`src/hdl/mcfb_pkg.sv`:
```
// ----------------------------------------------------------------------------
// mcfb_pkg
// Shared types, constants and the CRC helper for the motor command frame
// builder.
// ----------------------------------------------------------------------------
package mcfb_pkg;

  localparam int unsigned FRAME_LEN = 10;
  localparam int unsigned IDX_W     = $clog2(FRAME_LEN);

  // Byte positions in the frame
  localparam logic [IDX_W-1:0] BYTE_ADDR    = IDX_W'(0);
  localparam logic [IDX_W-1:0] BYTE_FCODE   = IDX_W'(1);
  localparam logic [IDX_W-1:0] BYTE_SPEED_H = IDX_W'(2);
  localparam logic [IDX_W-1:0] BYTE_SPEED_L = IDX_W'(3);
  localparam logic [IDX_W-1:0] BYTE_MARK    = IDX_W'(7);
  localparam logic [IDX_W-1:0] BYTE_CRC     = IDX_W'(FRAME_LEN - 1);

  // Configuration register indexes
  localparam int unsigned CFG_IDX_W = 8;
  localparam int unsigned CFG_DATA_W = 16;
  localparam logic [CFG_IDX_W-1:0] CFG_SPEED_LIMIT   = 8'd0;
  localparam logic [CFG_IDX_W-1:0] CFG_FUNCTION_CODE = 8'd1;

  localparam logic [14:0] SPEED_LIMIT_RST   = 15'd330;
  localparam logic [7:0]  FUNCTION_CODE_RST = 8'h64;

  localparam logic [7:0] CRC_POLY   = 8'h8C;
  localparam logic [7:0] BRAKE_MARK = 8'hFF;
  localparam logic [7:0] RUN_MARK   = 8'h00;

  // One classified command, ready for serialization
  typedef struct packed {
    logic [7:0]  addr;
    logic [7:0]  fcode;
    logic [15:0] speed_word;
    logic        brake;
  } cmd_t;

  // CRC-8/MAXIM, one byte, reflected form
  function automatic logic [7:0] crc8_byte(input logic [7:0] crc, input logic [7:0] data);
    logic [7:0] c;
    c = crc ^ data;
    for (int b = 0; b < 8; b++) begin
      c = c[0] ? ((c >> 1) ^ CRC_POLY) : (c >> 1);
    end
    return c;
  endfunction

endpackage

```
`src/hdl/mcfb_front.sv`:
```
// ----------------------------------------------------------------------------
// mcfb_front
// Accepts commands, holds the configuration registers, saturates the speed
// and registers the classified command for the queue.
// ----------------------------------------------------------------------------
module mcfb_front (
  input  logic                              clk,
  input  logic                              rst_n,
  input  logic                              in_valid,
  output logic                              in_stall,
  input  logic [7:0]                        in_motor_address,
  input  logic signed [15:0]                in_speed_rpm,
  input  logic                              in_brake,
  input  logic                              cfg_we,
  input  logic [mcfb_pkg::CFG_IDX_W-1:0]    cfg_index,
  input  logic [mcfb_pkg::CFG_DATA_W-1:0]   cfg_data,
  output logic                              push_valid,
  output mcfb_pkg::cmd_t                    push_cmd,
  input  logic                              q_full
);

  logic [14:0]        speed_limit_r;
  logic [7:0]         function_code_r;
  logic               valid_r, valid_nxt;
  mcfb_pkg::cmd_t     cmd_r, cmd_nxt;
  logic signed [16:0] spd_ext, lim_pos, lim_neg, spd_sat;
  logic               take;

  assign in_stall   = valid_r && q_full;
  assign take       = in_valid && !in_stall;
  assign push_valid = valid_r;
  assign push_cmd   = cmd_r;

  always_comb begin
    spd_ext = {in_speed_rpm[15], in_speed_rpm};
    lim_pos = signed'({2'b00, speed_limit_r});
    lim_neg = -lim_pos;
    if (spd_ext > lim_pos) begin
      spd_sat = lim_pos;
    end else if (spd_ext < lim_neg) begin
      spd_sat = lim_neg;
    end else begin
      spd_sat = spd_ext;
    end
    cmd_nxt.addr       = in_motor_address;
    cmd_nxt.fcode      = function_code_r;
    cmd_nxt.brake      = in_brake;
    cmd_nxt.speed_word = in_brake ? 16'h0000 : spd_sat[15:0];
  end

  always_comb begin
    valid_nxt = valid_r;
    if (!in_stall) begin
      valid_nxt = in_valid;
    end
  end

  always_ff @(posedge clk) begin
    if (!rst_n) begin
      speed_limit_r   <= mcfb_pkg::SPEED_LIMIT_RST;
      function_code_r <= mcfb_pkg::FUNCTION_CODE_RST;
      valid_r         <= 1'b0;
    end else begin
      valid_r <= valid_nxt;
      if (cfg_we) begin
        case (cfg_index)
          mcfb_pkg::CFG_SPEED_LIMIT:   speed_limit_r   <= cfg_data[14:0];
          mcfb_pkg::CFG_FUNCTION_CODE: function_code_r <= cfg_data[7:0];
          default: ;
        endcase
      end
    end
  end

  always_ff @(posedge clk) begin
    if (take) begin
      cmd_r <= cmd_nxt;
    end
  end

endmodule

```
`src/hdl/mcfb_queue.sv`:
```
// ----------------------------------------------------------------------------
// mcfb_queue
// Short FIFO of classified commands between the front and the back.
// ----------------------------------------------------------------------------
module mcfb_queue #(
  parameter int unsigned DEPTH = 2
) (
  input  logic           clk,
  input  logic           rst_n,
  input  logic           push,
  input  mcfb_pkg::cmd_t push_cmd,
  output logic           full,
  input  logic           pop,
  output logic           empty,
  output mcfb_pkg::cmd_t head_cmd
);

  localparam int unsigned PTR_W = (DEPTH > 1) ? $clog2(DEPTH) : 1;
  localparam int unsigned CNT_W = $clog2(DEPTH + 1);
  localparam logic [PTR_W-1:0] LAST_PTR = PTR_W'(DEPTH - 1);

  mcfb_pkg::cmd_t   mem_r [DEPTH];
  logic [PTR_W-1:0] wr_ptr_r, wr_ptr_nxt, rd_ptr_r, rd_ptr_nxt;
  logic [CNT_W-1:0] count_r, count_nxt;
  logic             do_push, do_pop;

  assign full     = (count_r == CNT_W'(DEPTH));
  assign empty    = (count_r == '0);
  assign head_cmd = mem_r[rd_ptr_r];
  assign do_push  = push && !full;
  assign do_pop   = pop && !empty;

  always_comb begin
    wr_ptr_nxt = wr_ptr_r;
    rd_ptr_nxt = rd_ptr_r;
    count_nxt  = count_r;
    if (do_push) begin
      wr_ptr_nxt = (wr_ptr_r == LAST_PTR) ? '0 : wr_ptr_r + PTR_W'(1);
    end
    if (do_pop) begin
      rd_ptr_nxt = (rd_ptr_r == LAST_PTR) ? '0 : rd_ptr_r + PTR_W'(1);
    end
    if (do_push && !do_pop) begin
      count_nxt = count_r + CNT_W'(1);
    end else if (do_pop && !do_push) begin
      count_nxt = count_r - CNT_W'(1);
    end
  end

  always_ff @(posedge clk) begin
    if (!rst_n) begin
      wr_ptr_r <= '0;
      rd_ptr_r <= '0;
      count_r  <= '0;
    end else begin
      wr_ptr_r <= wr_ptr_nxt;
      rd_ptr_r <= rd_ptr_nxt;
      count_r  <= count_nxt;
    end
  end

  always_ff @(posedge clk) begin
    if (do_push) begin
      mem_r[wr_ptr_r] <= push_cmd;
    end
  end

endmodule

```
`src/hdl/mcfb_back.sv`:
```
// ----------------------------------------------------------------------------
// mcfb_back
// Serializes the head command into ten frame bytes, one per cycle unless
// stalled, with a running CRC, through a registered output stage.
// ----------------------------------------------------------------------------
module mcfb_back (
  input  logic           clk,
  input  logic           rst_n,
  input  logic           q_empty,
  input  mcfb_pkg::cmd_t head_cmd,
  output logic           pop,
  output logic           out_valid,
  input  logic           out_stall,
  output logic [7:0]     out_frame_byte,
  output logic           out_last
);

  logic [mcfb_pkg::IDX_W-1:0] idx_r, idx_nxt;
  logic [7:0]                 crc_r, crc_nxt;
  logic                       out_valid_r, out_valid_nxt;
  logic [7:0]                 byte_r, byte_sel;
  logic                       last_r;
  logic                       adv, is_last;

  assign out_valid      = out_valid_r;
  assign out_frame_byte = byte_r;
  assign out_last       = last_r;

  // advance when a command is queued and the output register is free or being drained
  assign adv     = !q_empty && (!out_valid_r || !out_stall);
  assign is_last = (idx_r == mcfb_pkg::BYTE_CRC);
  assign pop     = adv && is_last;

  always_comb begin
    case (idx_r)
      mcfb_pkg::BYTE_ADDR:    byte_sel = head_cmd.addr;
      mcfb_pkg::BYTE_FCODE:   byte_sel = head_cmd.fcode;
      mcfb_pkg::BYTE_SPEED_H: byte_sel = head_cmd.speed_word[15:8];
      mcfb_pkg::BYTE_SPEED_L: byte_sel = head_cmd.speed_word[7:0];
      mcfb_pkg::BYTE_MARK:    byte_sel = head_cmd.brake ? mcfb_pkg::BRAKE_MARK
                                                        : mcfb_pkg::RUN_MARK;
      mcfb_pkg::BYTE_CRC:     byte_sel = crc_r;
      default:                byte_sel = 8'h00;
    endcase
  end

  always_comb begin
    idx_nxt       = idx_r;
    crc_nxt       = crc_r;
    out_valid_nxt = out_valid_r;
    if (out_valid_r && !out_stall) begin
      out_valid_nxt = 1'b0;
    end
    if (adv) begin
      out_valid_nxt = 1'b1;
      if (is_last) begin
        idx_nxt = '0;
        crc_nxt = 8'h00;
      end else begin
        idx_nxt = idx_r + mcfb_pkg::IDX_W'(1);
        crc_nxt = mcfb_pkg::crc8_byte(crc_r, byte_sel);
      end
    end
  end

  always_ff @(posedge clk) begin
    if (!rst_n) begin
      idx_r       <= '0;
      crc_r       <= 8'h00;
      out_valid_r <= 1'b0;
    end else begin
      idx_r       <= idx_nxt;
      crc_r       <= crc_nxt;
      out_valid_r <= out_valid_nxt;
    end
  end

  always_ff @(posedge clk) begin
    if (adv) begin
      byte_r <= byte_sel;
      last_r <= is_last;
    end
  end

endmodule

```
`src/hdl/motor_command_frame_builder_core.sv`:
```
// ----------------------------------------------------------------------------
// motor_command_frame_builder_core
// Builds a ten-byte motor bus frame with CRC-8/MAXIM from each command.
// ----------------------------------------------------------------------------
// Each accepted command produces ten frame bytes on the output channel, one
// per cycle unless stalled, the tenth (CRC byte) flagged by out_last. The
// next queued command starts once the current CRC byte is loaded. Commands
// enter a front stage that saturates the speed to the speed_limit register
// and latches the function code, then wait in a short queue (QUEUE_DEPTH
// entries) so the input keeps flowing while a frame is still going out. A
// command passes the front register, a queue entry and the output register
// before its first byte appears. Configuration writes are always ready and
// take effect for commands accepted afterwards; unmapped indexes are ignored.
module motor_command_frame_builder_core #(
  parameter int unsigned QUEUE_DEPTH = 2
) (
  input  logic                            clk,
  input  logic                            rst_n,
  input  logic                            in_valid,
  output logic                            in_stall,
  input  logic [7:0]                      in_motor_address,
  input  logic signed [15:0]              in_speed_rpm,
  input  logic                            in_brake,
  output logic                            out_valid,
  input  logic                            out_stall,
  output logic [7:0]                      out_frame_byte,
  output logic                            out_last,
  input  logic                            cfg_valid,
  output logic                            cfg_ready,
  input  logic [mcfb_pkg::CFG_IDX_W-1:0]  cfg_index,
  input  logic [mcfb_pkg::CFG_DATA_W-1:0] cfg_data
);

  logic           push_valid, q_full, q_empty, pop;
  mcfb_pkg::cmd_t push_cmd, head_cmd;

  assign cfg_ready = 1'b1;

  mcfb_front u_front (
    .clk              (clk),
    .rst_n            (rst_n),
    .in_valid         (in_valid),
    .in_stall         (in_stall),
    .in_motor_address (in_motor_address),
    .in_speed_rpm     (in_speed_rpm),
    .in_brake         (in_brake),
    .cfg_we           (cfg_valid && cfg_ready),
    .cfg_index        (cfg_index),
    .cfg_data         (cfg_data),
    .push_valid       (push_valid),
    .push_cmd         (push_cmd),
    .q_full           (q_full)
  );

  mcfb_queue #(
    .DEPTH (QUEUE_DEPTH)
  ) u_queue (
    .clk      (clk),
    .rst_n    (rst_n),
    .push     (push_valid),
    .push_cmd (push_cmd),
    .full     (q_full),
    .pop      (pop),
    .empty    (q_empty),
    .head_cmd (head_cmd)
  );

  mcfb_back u_back (
    .clk            (clk),
    .rst_n          (rst_n),
    .q_empty        (q_empty),
    .head_cmd       (head_cmd),
    .pop            (pop),
    .out_valid      (out_valid),
    .out_stall      (out_stall),
    .out_frame_byte (out_frame_byte),
    .out_last       (out_last)
  );

endmodule

```
`config.mk`:
```
export PLATFORM = sky130hd
export DESIGN_NAME = motor_command_frame_builder_core
export DESIGN_NICKNAME = d
export VERILOG_FILES = /design/src/hdl/mcfb_pkg.sv /design/src/hdl/mcfb_front.sv /design/src/hdl/mcfb_queue.sv /design/src/hdl/mcfb_back.sv /design/src/hdl/motor_command_frame_builder_core.sv
export SDC_FILE = /design/constraint.sdc
export NUM_CORES = 1
export LEC_CHECK = 0
export ABC_AREA = 1
export ABC_CLOCK_PERIOD_IN_PS = 3400
export BUFFER_PORTS_ARGS = -buffer_cell sky130_fd_sc_hd__buf_4
export CELL_PAD_IN_SITES_DETAIL_PLACEMENT = 1
export CELL_PAD_IN_SITES_GLOBAL_PLACEMENT = 2
export CORE_UTILIZATION = 34
export CTS_CLUSTER_DIAMETER = 50
export DETAILED_ROUTE_END_ITERATION = 6
export PLACE_DENSITY_LB_ADDON = 0.05
export SKIP_CTS_REPAIR_TIMING = 1
export SYNTH_ARGS = -nofsm -noshare
export SYNTH_HDL_FRONTEND = slang
export SYNTH_SLANG_ARGS = --single-unit
```
`constraint.sdc`:
```
create_clock -name clk -period 3.4 [get_ports clk]
set_input_delay 0.34 -clock clk [delete_from_list [all_inputs] [get_ports clk]]
set_output_delay 0.34 -clock clk [all_outputs]
set_load 0.1 [all_outputs]
```
==> results.yml <==
detailed_routing:
  first_pass_iters: 4
  remaining_drc_errors: 0
  antenna_left: 0
  wl_per_cell_um: 16.7
  routed_wl_um: 19800
  vias_per_cell: 4.86
  via_count: 5767
  first_iter_violations: 175
worst_setup_path:
  crit_top_cell: "nand3_1"
  cp-start-kind: "flop"
  crit_path_cell_trace: "nor3_4, nand3_2, nor3_4, nand2_2, nor3_2, buf_4, nand3_2, nor3_2, ha_1, nand2_1, inv_1, nand3_1, a21oi_1, nor2_1, nand3_1, or2_1, nand2_2, inv_8, or2_0, nand3_1, o21ai_1"
  crit_arrival_ns: 3.64
  worst_ep_required_time_ns: 3.56
  cp.buffers_inverters: 3
  path_max_fanout: 28
  cp_top_family: "simple AND/OR/NAND/NOR gates"
  path_class: "reg2reg"
  slowest_stage: "dfxtp_4"
  end_kind: "flop"
  cp_slowest_stage_delay_ns: 0.36
synthesis:
  synth_cell_types: 42
  synth_warnings: 0
  syn_area_um2: 7440
  post-synth-top-count-cell: "nand2_1"
  synthTopCellsByArea: "edfxtp_1 44%, nand2_1 12%, dfxtp_1 11%"
  synth_edf_count: 108
  yosysSeqAreaShare_pct: 54.9
  synth_area_per_cell_um2: 9.28
  netlist.area_leader.share_pct: 43.6
  yosys.area.top_type: "edfxtp_1"
  synth_seq_cells: 150
  synth_nets: 889
  synth_commonest_cells: "247 x nand2_1, 108 x edfxtp_1, 56 x a21oi_1"
  yosys_most_used_dff: "edfxtp_1"
  ys_async_sr_fraction_pct: 0
  synth_cells: 802
clocking:
  clockBufferDepth: 2
  cts_tree: "built"
  cts-root-buf: "clkbuf_16"
  htreeDepth: 4
  clock_latency_ns: 0.43
  clk_pin_slew_ns: 0.07
  cts_sinks: 150
  cts_buffers: 17
floorplanning:
  row_count: 53
  die_area_um2: 22500
  ioPinCount: 66
  die-height_um: 150
  core_area_um2: 21200
  die_x_um: 150
  initial_utilization_pct: 35.1
timing:
  finalHoldViolCount: 0
  totalNegativeSetupSlack_ns: -0.194
  setup_viol: 5
  tightest_slew_ns: 0.645
  skew_ns: 0.0105
  drv_slew: 0
  fmax_ghz: 0.287
  rsz0062_at_grt: "true"
  fin_ws_ns: -0.0811
  period_share_pct: 102
  relSlewSlack_pct: 56.9
  final.min_clock_period_ns: 3.48
place:
  hpwl_um: 15100
  gp_congestion: 0.803
  dp_cells: 1150
  port_buffers: 63
  place_area_um2: 8410
run_status:
  violations: "negative setup slack"
  outcome: "finished with violations"
hold_path:
  hold_path.class: "in2reg"
grt:
  globalRouteTotalUtil_pct: 19.0
  antenna_found_initial: 1
  first_global_vias: 6135
  grt_max_degree: 35
  grt_first_pass_wirelength_um: 32100
  overflow: 0
layout:
  nets: 986
  multiInputGateArea_um2: 3090
  finish.utilization_pct: 42.9
  drive_gt1_share_pct: 23.5
  n_antenna_cell: 0
  final_area_um2: 9100
  instances_no_fill: 1187
  regArea_um2: 4090
  fillerInstances: 2470
  area_delta_synth_final_pct: 22.4
power_and_ir_drop:
  netSwitchingFraction_pct: 32.6
  seqPwrFrac_pct: 43.0
  p_int_mw: 3.39
  vdd_ir_drop_max_mv: 0.326
  p_switching_mw: 1.64
  p_leak_nw: 3.88
  power_density_nw_per_um2: 552
  p_clk_share_pct: 35.9
  comb_power_share_pct: 21.1
run:
  maxCapViolations: 0
-- placed cells by master, fill, tap and decap left out, drive strengths merged, types with 5 or more instances in the layout --
cell / Yosys / final
ha: 33 / 33
dfxtp: 42 / 42
edfxtp: 108 / 108
o211ai: 5 / 5
a21oi: 56 / 56
inv: 69 / 80
o22ai: 8 / 8
nand2: 274 / 274
xor2: 16 / 16
nand3: 48 / 48
nor2: 42 / 42
buf: 10 / 99
nor3: 10 / 10
clkbuf: 11 / 18
o21ai: 52 / 52
-- area by class of cell --
| cell class | instances | share of cell area [%] |
|---|---|---|
| flip-flops and latches | 150 | 44.9 |
| well taps | 275 | 3.78 |
| clock buffers | 18 | 4.71 |
| repair buffers | 99 | 8.20 |
| multi-input cells | 562 | 33.9 |
| inverters | 69 | 2.98 |
| clock inverters | 14 | 1.44 |
-- flip-flops by register name, summed over array words and instances (netlist names), named ones only --
| register | count |
|---|---|
| u_queue.mem_r | 66 |
| u_front.push_cmd | 33 |
| u_front.speed_limit_r | 15 |
| u_back.crc_r | 8 |
| u_back.out_frame_byte | 8 |
| u_front.function_code_r | 8 |
| u_back.idx_r | 4 |
| u_queue.count_r | 2 |
| u_back.out_last | 1 |
| u_back.out_valid | 1 |
| u_front.push_valid | 1 |
| u_queue.rd_ptr_r | 1 |
| u_queue.wr_ptr_r | 1 |
-- kinds of logic after synthesis --
kind of cell / Yosys count / synth area share [%]
other: 1 / 0.0504
buffers and inverters: 90 / 5.03
adders and majority gates: 33 / 5.55
and+or+nand+nor: 383 / 23.1
xor gates and xnor gates: 17 / 2.20
DFF: 150 / 54.9
AOI/OAI and AO/OA: 128 / 9.23
-- per-stage QoR --
stage | power [mW] | hold WS [ns] | worst slack, ns
3_3_place_gp | 3.24 | 0.413 | -0.320
2_1_floorplan | 2.96 | 0.403 | -0.0522
4_1_cts | 5.10 | 0.0654 | -0.524
3_5_place_dp | 3.28 | 0.418 | -0.526
5_1_grt | 5.29 | 0.0626 | -0.322
6_report | 5.03 | 0.0885 | -0.0811
-- power by group through the flow --
stage                     combinational [mW]  clock (mW)  sequential, mW
after floorplan                        0.660           0            2.30
after global placement                  1.04           0            2.20
after detailed placement                1.08           0            2.21
after CTS                               1.08        1.85            2.17
after global routing                    1.20        1.92            2.17
final                                   1.06        1.80            2.16
-- layer usage --
metal  vias up  track usage (%)  routed length, µm
met5         -                0                 13
met4         2             5.40                155
met3        12             2.99                592
met2        77             32.6               9740
met1      2775             24.6               9290
li1       2901                -                  -
-- final timing paths --
check,from,to,slack (ns),depth (start not counted)
hold / removal,in_motor_address[7],u_front.push_cmd[32],0.09,1
setup / recovery,u_front.speed_limit_r[1],u_front.push_cmd[15],-0.08,21
hold reg to reg,u_front.function_code_r[1],u_front.push_cmd[18],0.43,0
setup reg to reg,u_front.speed_limit_r[1],u_front.push_cmd[15],-0.08,21
No activity file was read; power rests on OpenSTA's default activity.
